$ cat config.mk
export PLATFORM = sky130hd
export DESIGN_NAME = cms_regs
export DESIGN_NICKNAME = d
export VERILOG_FILES = /design/src/hw/rtl/cms_pkg.sv /design/src/hw/rtl/cms_regs.sv
export SDC_FILE = /design/constraint.sdc
export NUM_CORES = 1
export LEC_CHECK = 0
export BUFFER_PORTS_ARGS = -buffer_cell sky130_fd_sc_hd__buf_4
export CAP_MARGIN = 30
export CORE_MARGIN = 5
export CORE_UTILIZATION = 30
export CTS_CLUSTER_SIZE = 20
export DETAILED_ROUTE_END_ITERATION = 10
export SYNTH_ARGS = -nofsm -noshare
export SYNTH_HDL_FRONTEND = slang
export SYNTH_SLANG_ARGS = --single-unit
export TNS_END_PERCENT = 10
$ cat constraint.sdc
create_clock -name aclk -period 3.3 [get_ports aclk]
set_clock_uncertainty 0.05 [all_clocks]
set_input_delay 0.66 -clock aclk [delete_from_list [all_inputs] [get_ports aclk]]
set_output_delay 0.66 -clock aclk [all_outputs]
set_load 0.02 [all_outputs]
$ cat src/hw/rtl/cms_pkg.sv
// shared types and constants of the count-min sketch block
package cms_pkg;

    // operation codes of the func field
    localparam logic [1:0] FUNC_UPDATE   = 2'd0;
    localparam logic [1:0] FUNC_ESTIMATE = 2'd1;
    localparam logic [1:0] FUNC_CLEAR    = 2'd2;

    // hash register file
    localparam int NUM_HASH    = 3;
    localparam int HASH_IDX_W  = 2;
    localparam int CFG_ADDR_W  = 6;
    localparam int WIDTH_REG_W = 13;

    // register indexes
    localparam logic [2:0] REG_MULT_0 = 3'd0;
    localparam logic [2:0] REG_ADD_0  = 3'd1;
    localparam logic [2:0] REG_MULT_1 = 3'd2;
    localparam logic [2:0] REG_ADD_1  = 3'd3;
    localparam logic [2:0] REG_MULT_2 = 3'd4;
    localparam logic [2:0] REG_ADD_2  = 3'd5;
    localparam logic [2:0] REG_WIDTH  = 3'd6;

    localparam logic [63:0] HASH_MULT_RST = 64'd1;
    localparam logic [63:0] HASH_ADD_RST  = 64'd0;
    localparam logic [WIDTH_REG_W-1:0] WIDTH_RST = 13'd4096;

    localparam logic signed [31:0] CNT_MAX = 32'sh7fff_ffff;
    localparam logic signed [31:0] CNT_MIN = 32'sh8000_0000;

    // partial product selects of the 64-bit multiply
    localparam logic [1:0] MUL_LO_LO = 2'd0;
    localparam logic [1:0] MUL_LO_HI = 2'd1;
    localparam logic [1:0] MUL_HI_LO = 2'd2;

    // remainder unit runs one hash bit per cycle
    localparam int DIV_CNT_W = 6;
    localparam logic [DIV_CNT_W-1:0] DIV_LAST = 6'd63;

    // commands from controller to datapath
    typedef struct packed {
        logic       load;      // latch the input request
        logic       mul_en;    // accumulate one partial product
        logic [1:0] mul_sel;   // which partial product
        logic       hash_init; // add the row addend, clear remainder
        logic       div_step;  // one remainder step
        logic       rd_en;     // read the selected counter
        logic       apply;     // write back or fold into minimum
        logic       row_next;  // move to the next row
        logic       clr_en;    // zero one column of every row
        logic       res_load;  // load the result register
    } cms_cmd_t;

    // status from datapath to controller
    typedef struct packed {
        logic [1:0] func;
        logic       row_last;
        logic       clr_last;
        logic       out_busy;
    } cms_sts_t;

endpackage

$ cat src/hw/rtl/cms_regs.sv
// configuration register file with its APB-style port
module cms_regs
    import cms_pkg::*;
(
    input  logic                              aclk,
    input  logic                              aresetn,
    input  logic                              psel,
    input  logic                              penable,
    input  logic                              pwrite,
    input  logic [CFG_ADDR_W-1:0]             paddr,
    input  logic [63:0]                       pwdata,
    output logic [63:0]                       prdata,
    output logic                              pready,
    output logic [NUM_HASH-1:0][63:0]         hash_mult,
    output logic [NUM_HASH-1:0][63:0]         hash_add,
    output logic [WIDTH_REG_W-1:0]            width_in_use
);

    logic [NUM_HASH-1:0][63:0]   mult_reg;
    logic [NUM_HASH-1:0][63:0]   add_reg;
    logic [WIDTH_REG_W-1:0]      width_reg;
    logic [2:0]                  idx;
    logic                        wr_en;

    assign idx    = paddr[5:3];
    assign wr_en  = psel & penable & pwrite;
    assign pready = 1'b1;

    // register writes
    always_ff @(posedge aclk) begin
        if (!aresetn) begin
            for (int i = 0; i < NUM_HASH; i++) begin
                mult_reg[i] <= HASH_MULT_RST;
                add_reg[i]  <= HASH_ADD_RST;
            end
            width_reg <= WIDTH_RST;
        end else if (wr_en) begin
            case (idx)
                REG_MULT_0: mult_reg[0] <= pwdata;
                REG_ADD_0:  add_reg[0]  <= pwdata;
                REG_MULT_1: mult_reg[1] <= pwdata;
                REG_ADD_1:  add_reg[1]  <= pwdata;
                REG_MULT_2: mult_reg[2] <= pwdata;
                REG_ADD_2:  add_reg[2]  <= pwdata;
                REG_WIDTH:  width_reg   <= pwdata[WIDTH_REG_W-1:0];
                default: ;
            endcase
        end
    end

    // read mux
    always_comb begin
        case (idx)
            REG_MULT_0: prdata = mult_reg[0];
            REG_ADD_0:  prdata = add_reg[0];
            REG_MULT_1: prdata = mult_reg[1];
            REG_ADD_1:  prdata = add_reg[1];
            REG_MULT_2: prdata = mult_reg[2];
            REG_ADD_2:  prdata = add_reg[2];
            REG_WIDTH:  prdata = 64'(width_reg);
            default:    prdata = 64'd0;
        endcase
    end

    assign hash_mult    = mult_reg;
    assign hash_add     = add_reg;
    assign width_in_use = width_reg;

endmodule

# Word level (Yosys, flattened, before mapping)
# Cells that the tools add are included.
# word_totals
word_cells,24
inputBits,75
out_inout_bits,462
regBits,397
# op_classes
n_reduce_logical,8
eq_ne,6
muxes,1
bitwise,2
# ops
operator,n
one-hot mux 64 bit (7 select lines),1
AND reduction 2 bit,7
== test 3 bit (second input constant),3
== test 3 x 2 -> 1 bit (second input constant),2
== test 3 x 1 -> 1 bit (second input constant),1
zero test 3 bit,1
AND 1 bit,2

# Longest topological paths before layout
# logic_depth
depth_word,3
ltp_mapped,6
depth_no_buf,3

# Least setup slack after synthesis
# Ideal clock, no wire load.
# synth_timing
path_kind,input to output
start,in paddr[5]
end,out prdata[4]
required_time_ns,2.590
n_path_buf,3
slack_ns,0.681
t_arrival_ns,1.909
path_stages,5
path_cell_list,buf_4 -> buf_2 -> buf_2 -> o221a_2 -> a221oi_1
# synth_between
elab_chain_cells,2
elab_cells_between_ends,8
classes_between,6 x eq/ne; 1 x mux; 1 x reduce/logical
# synth_lines
item,line_no,rtl
start: declaration,cms_regs.sv:10,"input logic [CFG_ADDR_W-1:0] paddr,"
== test 3 bit (tied with other cells),cms_regs.sv:53,case (idx)
one-hot mux 64 bit (7 select lines) *,cms_regs.sv:53,
end: declaration,cms_regs.sv:12,"output logic [63:0] prdata,"
# Every way passes the cells marked *; elsewhere a longest branch is shown, timed or not.

# Final worst setup path
# layout_timing
start,in paddr[5]
end,out prdata[8]
# Same word-level chain as after synthesis.

==> flow_results.xml <==
<?xml version="1.0" encoding="UTF-8"?>
<metrics>
  <group name="global_route">
    <metric name="first_global_vias" unit="">15620</metric>
    <metric name="antenna_found_initial" unit="">1</metric>
    <metric name="groute.usage.overall" unit="">0.207</metric>
    <metric name="grt_pass1_wl" unit="mm">103</metric>
    <metric name="grt_max_degree" unit="">67</metric>
    <metric name="grt_remaining_overflow" unit="">0</metric>
  </group>
  <group name="worst_setup_path">
    <metric name="timing.setup.critical_path_class" unit="">input pin to primary output</metric>
    <metric name="critical-path-top-delay-family" unit="">compound AO/OA/AOI/OAI gates</metric>
    <metric name="r2r_setup_slack" unit="ns">2.50</metric>
    <metric name="timing.critical_path.mode_cell" unit="">sky130_fd_sc_hd__buf_4</metric>
    <metric name="worstSetupStartpointType" unit="">input pin</metric>
    <metric name="endpoint_class_of_the_critical_path" unit="">primary output</metric>
    <metric name="crit_path_max_incr_delay" unit="ns">0.47</metric>
    <metric name="required" unit="ns">2.59</metric>
    <metric name="worstPathBufferInverterCount" unit="">2</metric>
    <metric name="max_fanout_on_critical_path" unit="">16</metric>
    <metric name="critical_path_cell_list" unit="">buf_4, nand2b_1, o221a_2, a221oi_1, buf_4</metric>
    <metric name="critical_path.slowest_cell" unit="">sky130_fd_sc_hd__a221oi_1</metric>
    <metric name="timing.critical_path.arrival" unit="ns">2.42</metric>
  </group>
  <group name="clock_network">
    <metric name="clock_sinks" unit="">397</metric>
    <metric name="tritoncts" unit="">done</metric>
    <metric name="cts.hold.buffers_added" unit="">0</metric>
    <metric name="cts.path.max_buffers" unit="">3</metric>
    <metric name="h-tree-depth" unit="">2</metric>
    <metric name="post_cts_resize_count" unit="">0</metric>
    <metric name="post-cts-setup-buffers" unit="">0</metric>
    <metric name="clockRootBuffer" unit="">sky130_fd_sc_hd__clkbuf_16</metric>
    <metric name="clk_transition_reported_paths" unit="ns">0.05</metric>
    <metric name="insertion_delay" unit="ns">0.55</metric>
    <metric name="numCtsBuffers" unit="">46</metric>
  </group>
  <group name="sta">
    <metric name="maxSlewViolCount" unit="">0</metric>
    <metric name="final_min_period_over_clock_period" unit="">0.947</metric>
    <metric name="rsz0062_at_grt" unit="">no</metric>
    <metric name="post-route-min-period" unit="ns">3.13</metric>
    <metric name="max-slew-margin-rel" unit="">0.624</metric>
    <metric name="worstMarginPinSlew" unit="ns">0.564</metric>
    <metric name="fin_tns_setup" unit="ns">0</metric>
    <metric name="final_hold_viol_count" unit="">0</metric>
    <metric name="fmax" unit="MHz">320</metric>
    <metric name="final_setup_fails" unit="">0</metric>
    <metric name="final_critical_path_setup_slack" unit="ns">0.175</metric>
  </group>
  <group name="pwr">
    <metric name="post-layout-total-power" unit="W">0.0107</metric>
    <metric name="p_int" unit="W">0.00807</metric>
    <metric name="power_frac_clock" unit="">0.466</metric>
    <metric name="power.share.sequential" unit="">0.455</metric>
    <metric name="power.share.combinational" unit="">0.079</metric>
    <metric name="power.density" unit="nW/um^2">445</metric>
    <metric name="netSwitchingPower" unit="W">0.00262</metric>
    <metric name="total_leakage_power" unit="nW">10.5</metric>
    <metric name="peakVddDrop" unit="V">0.000267</metric>
    <metric name="p_sw_frac" unit="">0.245</metric>
  </group>
  <group name="hold_path">
    <metric name="min-delay-path-class" unit="">input pin to flip-flop</metric>
  </group>
  <group name="route">
    <metric name="detailed_routing_iterations_pass_1" unit="">7</metric>
    <metric name="detailed_route_wire_length" unit="mm">70.3</metric>
    <metric name="met2_length" unit="mm">32.9</metric>
    <metric name="highest_layer" unit="">met4</metric>
    <metric name="route.detailed.wl_per_inst" unit="um">23.0</metric>
    <metric name="ant_nets" unit="">0</metric>
    <metric name="drt_first_iter_violations" unit="">794</metric>
    <metric name="via_per_inst" unit="">5.08</metric>
    <metric name="remaining_drc_errors" unit="">0</metric>
    <metric name="met3_wirelength" unit="mm">6.04</metric>
    <metric name="via_count" unit="">15548</metric>
    <metric name="wl_met1" unit="mm">29.0</metric>
  </group>
  <group name="placed_design">
    <metric name="numPortBuffers" unit="">532</metric>
    <metric name="pre_cts_ws" unit="ns">0.133</metric>
    <metric name="gp_routability_congestion" unit="">0.866</metric>
    <metric name="detailed_place_hpwl" unit="mm">49.3</metric>
    <metric name="placed_area" unit="sq um">22600</metric>
  </group>
  <group name="synthesis">
    <metric name="yosysSeqAreaShare" unit="">0.452</metric>
    <metric name="mappedNetlistArea" unit="sq um">17600</metric>
    <metric name="synth-edff-count" unit="">0</metric>
    <metric name="ys_seq_elements" unit="">397</metric>
    <metric name="ys.flop_type" unit="">sky130_fd_sc_hd__dfxtp_1</metric>
    <metric name="syn-instance-count" unit="">1759</metric>
    <metric name="netlist-cell-type-count" unit="">36</metric>
    <metric name="ys_async_sr_fraction" unit="">0</metric>
    <metric name="syn_area_per_cell" unit="sq um">10.0</metric>
    <metric name="largest_area_contributor_in_the_synthesized_netlist" unit="">sky130_fd_sc_hd__dfxtp_1</metric>
    <metric name="synthesis.nets" unit="">1834</metric>
    <metric name="synth_largest_type_area_fraction" unit="">0.452</metric>
    <metric name="synthTopCellsByArea" unit="">sky130_fd_sc_hd__dfxtp_1 (45%), sky130_fd_sc_hd__mux2i_1 (28%), sky130_fd_sc_hd__nand2_1 (10%)</metric>
    <metric name="number_of_warning_messages_in_the_yosys_log" unit="">0</metric>
  </group>
  <group name="run">
    <metric name="max-cap-violations" unit="">0</metric>
  </group>
  <group name="cells_and_area">
    <metric name="area.sequential" unit="sq um">7950</metric>
    <metric name="flow.area_growth_from_synthesis" unit="%">36.7</metric>
    <metric name="layout_cells_sized_above_1" unit="">0.333</metric>
    <metric name="fin_nets" unit="">2340</metric>
    <metric name="filler_cell_count_in_the_final_layout" unit="">5655</metric>
    <metric name="multi_input_area" unit="sq um">8790</metric>
    <metric name="final_area" unit="sq um">24000</metric>
  </group>
  <group name="floorplanning">
    <metric name="fp.dieH" unit="um">252</metric>
    <metric name="floorplan.die_area" unit="sq um">63600</metric>
    <metric name="rows" unit="">88</metric>
    <metric name="design.portCount" unit="">537</metric>
    <metric name="core-area" unit="sq um">57900</metric>
    <metric name="floorplan.initialDensity" unit="">0.304</metric>
    <metric name="die_x" unit="um">252</metric>
  </group>
  <group name="outcome">
    <metric name="outcome" unit="">finished, final reports clean</metric>
  </group>
</metrics>
## registers in the layout, summed over array words and instances (netlist names)
| signal | count |
|---|---|
| hash_add | 192 |
| hash_mult | 192 |
| width_in_use | 13 |
## layout make-up
cell class | count | share of cell area
well taps | 765 | 0.0398
flip-flops and latches | 397 | 0.331
clock buffers | 68 | 0.0572
inverters | 10 | 0.00156
clock inverters | 10 | 0.00349
diodes | 1 | 0.000104
repair buffers | 602 | 0.202
multi-input cells | 1208 | 0.366
## worst register-to-register path: stages, from the launching register on
cell	delay, ns
sky130_fd_sc_hd__dfxtp_1	0.45
sky130_fd_sc_hd__nand2_1	0.09
sky130_fd_sc_hd__mux2i_1	0.14
## layout by cell type (no fill, tap or decap), types with 2 or more instances in the layout
master	n
sky130_fd_sc_hd__o221ai_1	32
sky130_fd_sc_hd__o22ai_1	6
sky130_fd_sc_hd__nor3_2	2
sky130_fd_sc_hd__a22oi_1	20
sky130_fd_sc_hd__o221a_2	8
sky130_fd_sc_hd__a21oi_1	7
sky130_fd_sc_hd__nor2_4	5
sky130_fd_sc_hd__nand2_4	2
sky130_fd_sc_hd__nand2b_1	2
sky130_fd_sc_hd__nand2b_2	2
sky130_fd_sc_hd__buf_4	575
sky130_fd_sc_hd__clkinvlp_4	2
sky130_fd_sc_hd__nor2b_2	3
sky130_fd_sc_hd__a32oi_1	14
sky130_fd_sc_hd__o211ai_1	8
sky130_fd_sc_hd__dfxtp_1	397
sky130_fd_sc_hd__nand4_1	5
sky130_fd_sc_hd__buf_12	25
sky130_fd_sc_hd__mux2i_1	488
sky130_fd_sc_hd__o21ai_0	3
sky130_fd_sc_hd__a221oi_1	15
sky130_fd_sc_hd__inv_1	9
sky130_fd_sc_hd__clkbuf_1	9
sky130_fd_sc_hd__nand3_1	19
sky130_fd_sc_hd__clkinv_2	6
sky130_fd_sc_hd__clkbuf_8	13
sky130_fd_sc_hd__nand2_1	489
sky130_fd_sc_hd__mux2_2	70
sky130_fd_sc_hd__clkbuf_16	47
## cells in the mapped netlist, drive strengths merged (2+ instances only)
master,count
nor2b,4
nor3,2
o221ai,32
a22oi,20
o21ai,3
o211ai,8
a32oi,14
nand2,491
o221a,8
dfxtp,397
inv,10
o22ai,6
nand3,19
mux2,70
a21oi,7
mux2i,488
a221oi,15
nor2,5
clkbuf,46
buf,98
nand4,6
nand2b,4
## routing by layer
metal / vias up / track usage
li1: 7146 / -
met1: 7647 / 0.257
met2: 627 / 0.343
met3: 128 / 0.0650
met4: 0 / 0.0698
met5: - / 0
## power groups by stage
stage                     Sequential (W)  Combinational (W)  Clock, W
after floorplan                  0.00500           0.000406         0
after global placement           0.00497           0.000832         0
after detailed placement         0.00497           0.000842         0
after CTS                        0.00486           0.000844   0.00509
after global routing             0.00486           0.000889   0.00529
final                            0.00486           0.000842   0.00499
## final timing paths
path,startpoint,to,depth (start not counted)
min reg2reg,hash_add[174]$_SDFFE_PN0P_,hash_add[174]$_SDFFE_PN0P_,2
min,pwdata[12],width_in_use[12]$_SDFFE_PN1P_,3
max reg2reg,hash_mult[7]$_SDFFE_PN0P_,hash_mult[7]$_SDFFE_PN0P_,2
max,paddr[5],prdata[8],5
## logic make-up (layout without fill, tap and decap cells)
| group | Yosys count | in the layout | synth area share |
|---|---|---|---|
| DFF | 397 | 397 | 0.452 |
| buffers and inverters | 154 | 690 | 0.0507 |
| muxes | 558 | 558 | 0.323 |
| other | 1 | 2 | 0.000213 |
| AOI/OAI and AO/OA | 114 | 114 | 0.0529 |
| and+or+nand+nor | 535 | 535 | 0.122 |
## stage by stage
step,hold WS (ns),util,std cells
after global placement,0.406,0.390,2982
after detailed placement,0.414,0.390,2982
after global routing,0.309,0.415,3061
after CTS,0.294,0.415,3060
final,0.334,0.415,3061
after floorplan,0.490,-,1759
No activity file was read; power rests on OpenSTA's default activity.
