**src/hw/rtl/cms_pkg.sv**
```systemverilog
// shared types and constants of the count-min sketch block
package cms_pkg;

    // operation codes of the func field
    localparam logic [1:0] FUNC_UPDATE   = 2'd0;
    localparam logic [1:0] FUNC_ESTIMATE = 2'd1;
    localparam logic [1:0] FUNC_CLEAR    = 2'd2;

    // hash register file
    localparam int NUM_HASH    = 3;
    localparam int HASH_IDX_W  = 2;
    localparam int CFG_ADDR_W  = 6;
    localparam int WIDTH_REG_W = 13;

    // register indexes
    localparam logic [2:0] REG_MULT_0 = 3'd0;
    localparam logic [2:0] REG_ADD_0  = 3'd1;
    localparam logic [2:0] REG_MULT_1 = 3'd2;
    localparam logic [2:0] REG_ADD_1  = 3'd3;
    localparam logic [2:0] REG_MULT_2 = 3'd4;
    localparam logic [2:0] REG_ADD_2  = 3'd5;
    localparam logic [2:0] REG_WIDTH  = 3'd6;

    localparam logic [63:0] HASH_MULT_RST = 64'd1;
    localparam logic [63:0] HASH_ADD_RST  = 64'd0;
    localparam logic [WIDTH_REG_W-1:0] WIDTH_RST = 13'd4096;

    localparam logic signed [31:0] CNT_MAX = 32'sh7fff_ffff;
    localparam logic signed [31:0] CNT_MIN = 32'sh8000_0000;

    // partial product selects of the 64-bit multiply
    localparam logic [1:0] MUL_LO_LO = 2'd0;
    localparam logic [1:0] MUL_LO_HI = 2'd1;
    localparam logic [1:0] MUL_HI_LO = 2'd2;

    // remainder unit runs one hash bit per cycle
    localparam int DIV_CNT_W = 6;
    localparam logic [DIV_CNT_W-1:0] DIV_LAST = 6'd63;

    // commands from controller to datapath
    typedef struct packed {
        logic       load;      // latch the input request
        logic       mul_en;    // accumulate one partial product
        logic [1:0] mul_sel;   // which partial product
        logic       hash_init; // add the row addend, clear remainder
        logic       div_step;  // one remainder step
        logic       rd_en;     // read the selected counter
        logic       apply;     // write back or fold into minimum
        logic       row_next;  // move to the next row
        logic       clr_en;    // zero one column of every row
        logic       res_load;  // load the result register
    } cms_cmd_t;

    // status from datapath to controller
    typedef struct packed {
        logic [1:0] func;
        logic       row_last;
        logic       clr_last;
        logic       out_busy;
    } cms_sts_t;

endpackage

```
**src/hw/rtl/cms_ctrl.sv**
```systemverilog
// controller state machine sequencing rows, remainder steps and clears
module cms_ctrl
    import cms_pkg::*;
(
    input  logic        aclk,
    input  logic        aresetn,
    input  logic        s_valid,
    input  logic [1:0]  s_func,
    output logic        s_ready,
    output cms_cmd_t    cmd,
    input  cms_sts_t    sts
);

    localparam logic [3:0] ST_CLEAR  = 4'd0;
    localparam logic [3:0] ST_IDLE   = 4'd1;
    localparam logic [3:0] ST_MUL0   = 4'd2;
    localparam logic [3:0] ST_MUL1   = 4'd3;
    localparam logic [3:0] ST_MUL2   = 4'd4;
    localparam logic [3:0] ST_HASH   = 4'd5;
    localparam logic [3:0] ST_DIV    = 4'd6;
    localparam logic [3:0] ST_READ   = 4'd7;
    localparam logic [3:0] ST_APPLY  = 4'd8;
    localparam logic [3:0] ST_RESULT = 4'd9;

    logic [3:0]           state_reg, state_next;
    logic [DIV_CNT_W-1:0] cnt_reg, cnt_next;

    always_ff @(posedge aclk) begin
        if (!aresetn) begin
            state_reg <= ST_CLEAR;
            cnt_reg   <= '0;
        end else begin
            state_reg <= state_next;
            cnt_reg   <= cnt_next;
        end
    end

    // next state and commands
    always_comb begin
        state_next = state_reg;
        cnt_next   = cnt_reg;
        cmd        = '0;
        s_ready    = 1'b0;
        case (state_reg)
            ST_CLEAR: begin
                cmd.clr_en = 1'b1;
                if (sts.clr_last) begin
                    state_next = ST_IDLE;
                end
            end
            ST_IDLE: begin
                s_ready = 1'b1;
                if (s_valid) begin
                    cmd.load = 1'b1;
                    case (s_func)
                        FUNC_UPDATE, FUNC_ESTIMATE: state_next = ST_MUL0;
                        FUNC_CLEAR:                 state_next = ST_CLEAR;
                        default:                    state_next = ST_IDLE;
                    endcase
                end
            end
            ST_MUL0: begin
                cmd.mul_en  = 1'b1;
                cmd.mul_sel = MUL_LO_LO;
                state_next  = ST_MUL1;
            end
            ST_MUL1: begin
                cmd.mul_en  = 1'b1;
                cmd.mul_sel = MUL_LO_HI;
                state_next  = ST_MUL2;
            end
            ST_MUL2: begin
                cmd.mul_en  = 1'b1;
                cmd.mul_sel = MUL_HI_LO;
                state_next  = ST_HASH;
            end
            ST_HASH: begin
                cmd.hash_init = 1'b1;
                cnt_next      = '0;
                state_next    = ST_DIV;
            end
            ST_DIV: begin
                cmd.div_step = 1'b1;
                cnt_next     = cnt_reg + 1'b1;
                if (cnt_reg == DIV_LAST) begin
                    state_next = ST_READ;
                end
            end
            ST_READ: begin
                cmd.rd_en  = 1'b1;
                state_next = ST_APPLY;
            end
            ST_APPLY: begin
                cmd.apply = 1'b1;
                if (!sts.row_last) begin
                    cmd.row_next = 1'b1;
                    state_next   = ST_MUL0;
                end else if (sts.func == FUNC_ESTIMATE) begin
                    state_next = ST_RESULT;
                end else begin
                    state_next = ST_IDLE;
                end
            end
            ST_RESULT: begin
                if (!sts.out_busy) begin
                    cmd.res_load = 1'b1;
                    state_next   = ST_IDLE;
                end
            end
            default: begin
                state_next = ST_IDLE;
            end
        endcase
    end

endmodule

```
**config.mk**
```make
export PLATFORM = sky130hd
export DESIGN_NAME = cms_ctrl
export DESIGN_NICKNAME = d
export VERILOG_FILES = /design/src/hw/rtl/cms_pkg.sv /design/src/hw/rtl/cms_ctrl.sv
export SDC_FILE = /design/constraint.sdc
export NUM_CORES = 1
export LEC_CHECK = 0
export ABC_AREA = 1
export BUFFER_PORTS_ARGS = -buffer_cell sky130_fd_sc_hd__buf_2
export CORE_UTILIZATION = 50
export DETAILED_ROUTE_END_ITERATION = 10
export PLACE_DENSITY = 0.85
export SLEW_MARGIN = 20
export SYNTH_ARGS = -nofsm -noshare
export SYNTH_HDL_FRONTEND = slang
export SYNTH_SLANG_ARGS = --single-unit
```
**constraint.sdc**
```tcl
create_clock -name aclk -period 3.1 [get_ports aclk]
set_input_delay 0.62 -clock aclk [delete_from_list [all_inputs] [get_ports aclk]]
set_output_delay 0.62 -clock aclk [all_outputs]
set_load 0.02 [all_outputs]
```
Word-level counts from Yosys, hierarchy flattened --
Index checks and enable logic that the tools add are counted.
Storage, ports and cells: bits in registers 10, input port bits 10, output and inout bits 12, word-level logic and storage cells 46
Cells by class: $add $sub $neg 1, eq/ne operators 17, multiplexer cells 21, reductions and logical operators 5
Operators with widths (count):
- 4-bit case mux with 10 select lines | 1
- 4-bit 2-to-1 mux | 6
- 4-bit by 3-bit equality test with 1-bit output (second input constant) | 4
- 6-bit case mux with 2 select lines | 1
- 1-bit 2-to-1 mux | 10
- 3-bit case mux with 3 select lines | 1
- 4-bit by 2-bit equality test with 1-bit output (second input constant) | 2
- 4-bit equality test (second input constant) | 2
- 2-bit inequality test (second input constant) | 4
- 6-bit by 1-bit adder with 6-bit output (second input constant) | 1
- 6-bit equality test (second input constant) | 1
- 2-bit by 1-bit equality test with 1-bit output (second input constant) | 2
- 4-bit by 1-bit equality test with 1-bit output (second input constant) | 1
- 4-bit logical NOT | 1
- 2-bit case mux with 2 select lines | 1
- 4-bit AND reduction | 1
- 2-bit equality test (second input constant) | 1
- 2-bit logical NOT | 1
- 2-bit 2-to-1 mux | 1
- 2-bit nonzero test | 1
- 2-bit OR reduction | 1

Logic depth before layout (Yosys ltp) --
word-level depth 5, depth in mapped cells 8, mapped depth without buffers 8

Worst setup path after synthesis --
No wires, ideal clock.
kind input-to-output, start point input sts[0] (netlist bit), end point output cmd[0] (netlist bit), data arrival time 1.117 ns, data required time 2.480 ns, setup slack 1.363 ns, cell stages on the path 1, path buffers 0, cell sequence nor3_1
On the way: longest elaborated chain between the ends 2
Ends and longest elaborated chain:
- start: declaration | RTL line cms_ctrl.sv:11 | input cms_sts_t sts
- 1-bit 2-to-1 mux | RTL line cms_ctrl.sv:105 | if (!sts.out_busy) begin
- 1-bit 2-to-1 mux | RTL line cms_ctrl.sv:44 | case (state_reg)
- end: declaration | RTL line cms_ctrl.sv:10 | output cms_cmd_t cmd,
No other way between the ends.

==> run_summary.xml <==
<?xml version="1.0" encoding="UTF-8"?>
<metrics>
  <group name="clock_tree">
    <metric name="cts_tree" unit="">built</metric>
    <metric name="clk_latency" unit="ps">260</metric>
    <metric name="cts-htree-levels" unit="">1</metric>
    <metric name="cts_max_path_buffers" unit="">2</metric>
    <metric name="clk_transition_reported_paths" unit="ps">60</metric>
    <metric name="cts-buffers-inserted" unit="">3</metric>
    <metric name="cts-root-buf" unit="">sky130_fd_sc_hd__clkbuf_4</metric>
    <metric name="cts.sinks" unit="">10</metric>
    <metric name="cts_resized" unit="">0</metric>
    <metric name="post_cts_buffers" unit="">0</metric>
    <metric name="post_cts_hold_buffer_count" unit="">0</metric>
  </group>
  <group name="floorplanning">
    <metric name="row_count" unit="">13</metric>
    <metric name="initial_core_util" unit="%">53.7</metric>
    <metric name="design.core.area" unit="µm²">1300</metric>
    <metric name="ios" unit="">22</metric>
    <metric name="die_w" unit="µm">39.4</metric>
    <metric name="die_h" unit="µm">39.4</metric>
    <metric name="design.die.area" unit="µm²">1550</metric>
  </group>
  <group name="power">
    <metric name="power.static_leakage" unit="nW">0.484</metric>
    <metric name="pd_cells" unit="nW/µm²">686</metric>
    <metric name="max-vdd-ir-drop" unit="mV">0.315</metric>
  </group>
  <group name="critical_path">
    <metric name="cpMaxStageDelayCell" unit="">sky130_fd_sc_hd__dfxtp_1</metric>
    <metric name="endpoint_kind" unit="">output port</metric>
    <metric name="cpLargestDelayFamily" unit="">simple AND/OR/NAND/NOR gates</metric>
    <metric name="timing.setup.critical_path_class" unit="">reg -&gt; out</metric>
    <metric name="path_cells" unit="">nor2_1 &gt; inv_1 &gt; o21ai_0 &gt; inv_1 &gt; nand2_1 &gt; buf_2</metric>
    <metric name="crit_path_max_incr_delay" unit="ps">340</metric>
    <metric name="timing.critical_path.arrival" unit="ps">1420</metric>
    <metric name="worst-path-buf-inv" unit="">3</metric>
    <metric name="critical-path-top-cell-by-count" unit="">sky130_fd_sc_hd__inv_1</metric>
    <metric name="cp.required" unit="ps">2480</metric>
    <metric name="worst_setup_start_kind" unit="">register</metric>
    <metric name="cp_max_fo" unit="">5</metric>
  </group>
  <group name="global_routing">
    <metric name="grt-ovfl-total" unit="">0</metric>
    <metric name="grt_pass1_wl" unit="µm">2650</metric>
    <metric name="grt_max_degree" unit="">9</metric>
    <metric name="grtUsageTotal" unit="%">25.3</metric>
    <metric name="initial_antenna_violation_count" unit="">0</metric>
    <metric name="number_of_global_route_vias_before_repair" unit="">666</metric>
  </group>
  <group name="synthesis">
    <metric name="most_instantiated_library_cell_after_synthesis" unit="">sky130_fd_sc_hd__nand2_1</metric>
    <metric name="syn-num-nets" unit="">136</metric>
    <metric name="flops_latches_synth" unit="">10</metric>
    <metric name="synth_sequential_area_ratio" unit="%">28.7</metric>
    <metric name="synthSimpleGateAreaFrac" unit="%">47.8</metric>
    <metric name="synthesis.area" unit="µm²">698</metric>
    <metric name="post_synth_main_area_contributors" unit="">sky130_fd_sc_hd__dfxtp_1 (29%), sky130_fd_sc_hd__nand2_1 (21%), sky130_fd_sc_hd__inv_1 (12%), sky130_fd_sc_hd__nor2_1 (12%), sky130_fd_sc_hd__nand3_1 (6.5%)</metric>
    <metric name="ys_top_cells_by_count" unit="">sky130_fd_sc_hd__nand2_1 (39), sky130_fd_sc_hd__inv_1 (23), sky130_fd_sc_hd__nor2_1 (22)</metric>
    <metric name="synth_warnings" unit="">0</metric>
    <metric name="synth_compound_area_share" unit="%">9.32</metric>
    <metric name="synth_mux_area_share" unit="%">0</metric>
    <metric name="yosys_most_used_dff" unit="">sky130_fd_sc_hd__dfxtp_1</metric>
    <metric name="synth_cell_types" unit="">12</metric>
    <metric name="yosys.area.top_type_share" unit="%">28.7</metric>
    <metric name="postSynthCellCount" unit="">125</metric>
    <metric name="synthArstFlopShare" unit="%">0</metric>
    <metric name="synth_top_area_cell" unit="">sky130_fd_sc_hd__dfxtp_1</metric>
    <metric name="synth.avg_cell_area" unit="µm²">5.59</metric>
    <metric name="post_synth_fa_ha_maj_area_fraction" unit="%">1.79</metric>
    <metric name="synth_top_family_by_area" unit="">simple AND/OR/NAND/NOR gates</metric>
    <metric name="synth-xor-area-share" unit="%">0</metric>
    <metric name="edff_count_synth" unit="">0</metric>
  </group>
  <group name="timing">
    <metric name="final-max-slew-violation-count" unit="">0</metric>
    <metric name="report.final.hold_viol_count" unit="">0</metric>
    <metric name="post_route_setup_tns" unit="ps">0</metric>
    <metric name="setup_viol" unit="">0</metric>
    <metric name="final_min_period_over_clock_period" unit="%">65.9</metric>
    <metric name="worst_clock_skew" unit="ps">2.36</metric>
    <metric name="finalCriticalPeriod" unit="ps">2040</metric>
    <metric name="timing.slew.headroom" unit="%">78.6</metric>
    <metric name="fmax" unit="MHz">490</metric>
    <metric name="max_slew.worst_pin.slew" unit="ps">320</metric>
    <metric name="rsz0062_at_grt" unit="">no</metric>
  </group>
  <group name="final_layout">
    <metric name="largest_register_ffs" unit="">6</metric>
    <metric name="final_area" unit="µm²">845</metric>
    <metric name="layout.filler_cells" unit="">139</metric>
    <metric name="area_delta_synth_final" unit="%">21.0</metric>
    <metric name="final_nets" unit="">162</metric>
    <metric name="antenna_cells_inserted" unit="">0</metric>
    <metric name="final_layout_size_suffix_gt1_share" unit="%">18.8</metric>
    <metric name="layout.cells.non_filler" unit="">164</metric>
  </group>
  <group name="placement">
    <metric name="placed_cell_area" unit="µm²">822</metric>
    <metric name="hpwlAfterDp" unit="µm">1260</metric>
    <metric name="io_buffer_count" unit="">21</metric>
    <metric name="place.gp.congestion" unit="">0.827</metric>
    <metric name="dp.cells" unit="">161</metric>
  </group>
  <group name="route">
    <metric name="dr.first_iter.drc_count" unit="">28</metric>
    <metric name="via_count" unit="">823</metric>
    <metric name="number_of_iterations_in_the_first_detailed_routing_pass" unit="">4</metric>
    <metric name="detail-route-antenna-nets" unit="">0</metric>
    <metric name="drt-wirelength-per-cell" unit="µm">9.44</metric>
    <metric name="drc_violations" unit="">0</metric>
    <metric name="drt_wl_total" unit="µm">1550</metric>
    <metric name="avgViaCountPerCell" unit="">5.02</metric>
  </group>
  <group name="worst_hold_path">
    <metric name="hp-class" unit="">reg -&gt; reg</metric>
  </group>
  <group name="status">
    <metric name="status" unit="">completed</metric>
  </group>
  <group name="run">
    <metric name="timing.max_cap.violations" unit="">0</metric>
  </group>
</metrics>
-- final timing paths --
path / start / to / slack [ps] / cells past startpoint
worst max-delay path: state_reg[2] / cmd[9] / 1060 / 6
worst min-delay path: cnt_reg[4] / cnt_reg[4] / 490 / 2
worst max register to register: cnt_reg[0] / state_reg[0] / 1800 / 8
worst min register to register: cnt_reg[4] / cnt_reg[4] / 490 / 2
-- cells in the final DEF, fill, tap and decap left out --
cell and count:
sky130_fd_sc_hd__nand2_1 39, sky130_fd_sc_hd__inv_1 23, sky130_fd_sc_hd__nor2_1 22, sky130_fd_sc_hd__buf_2 21, sky130_fd_sc_hd__dfxtp_1 10, sky130_fd_sc_hd__nand3_1 9, sky130_fd_sc_hd__a21oi_1 8, sky130_fd_sc_hd__o21ai_0 5
sky130_fd_sc_hd__clkbuf_4 3, sky130_fd_sc_hd__nor2_4 2, sky130_fd_sc_hd__nor2_2 2, sky130_fd_sc_hd__nor3_1 2, sky130_fd_sc_hd__nand3b_1 2, sky130_fd_sc_hd__ha_1 1
-- metrics by stage --
step / power (mW) / hold WS [ps] / worst slack, ps / util [%]
after floorplan: 0.405 / 453 / 1360 / -
after global placement: 0.485 / 474 / 1410 / 63.2
after detailed placement: 0.491 / 480 / 1370 / 63.2
after CTS: 0.579 / 489 / 1070 / 64.9
after global routing: 0.634 / 522 / 952 / 64.9
final: 0.580 / 489 / 1060 / 64.9
-- final cells by class --
class | instances | area [µm²] | share of cell area, %
flip-flops and latches | 10 | 200 | 23.7
multi-input cells | 92 | 412 | 48.7
clock buffers | 3 | 22.5 | 2.67
inverters | 23 | 86.3 | 10.2
well taps | 15 | 18.8 | 2.22
repair buffers | 21 | 105 | 12.4
-- metal layers --
metal	wire [µm]	vias to the layer above	track usage, %
met4	27	0	10.3
li1	-	433	-
met3	118	5	5.11
met5	0	-	0
met1	703	347	31.0
met2	699	38	42.5
-- power breakdown --
part / total, mW / internal, mW / switching (mW)
Combinational: 0.321 / 0.101 / 0.220
Sequential: 0.172 / 0.146 / 0.0262
Clock: 0.0868 / 0.0448 / 0.0421
Total: 0.580 / 0.291 / 0.288
-- cell families after synthesis --
| group | Yosys count |
|---|---|
| compound gates | 13 |
| fa+ha+maj | 1 |
| buf+inv | 23 |
| flops | 10 |
| simple gates | 78 |
-- worst reg2reg max path: stages (launching register included) --
cell                      delay, ps
sky130_fd_sc_hd__dfxtp_1        370
sky130_fd_sc_hd__ha_1           200
sky130_fd_sc_hd__nand3_1        150
sky130_fd_sc_hd__nor2_1         120
sky130_fd_sc_hd__nor2_1          40
sky130_fd_sc_hd__nor2_1         110
sky130_fd_sc_hd__nand2_1         60
sky130_fd_sc_hd__nor2_1         100
sky130_fd_sc_hd__nor2_1          40
Note: power is estimated with default switching activity, not from simulation.
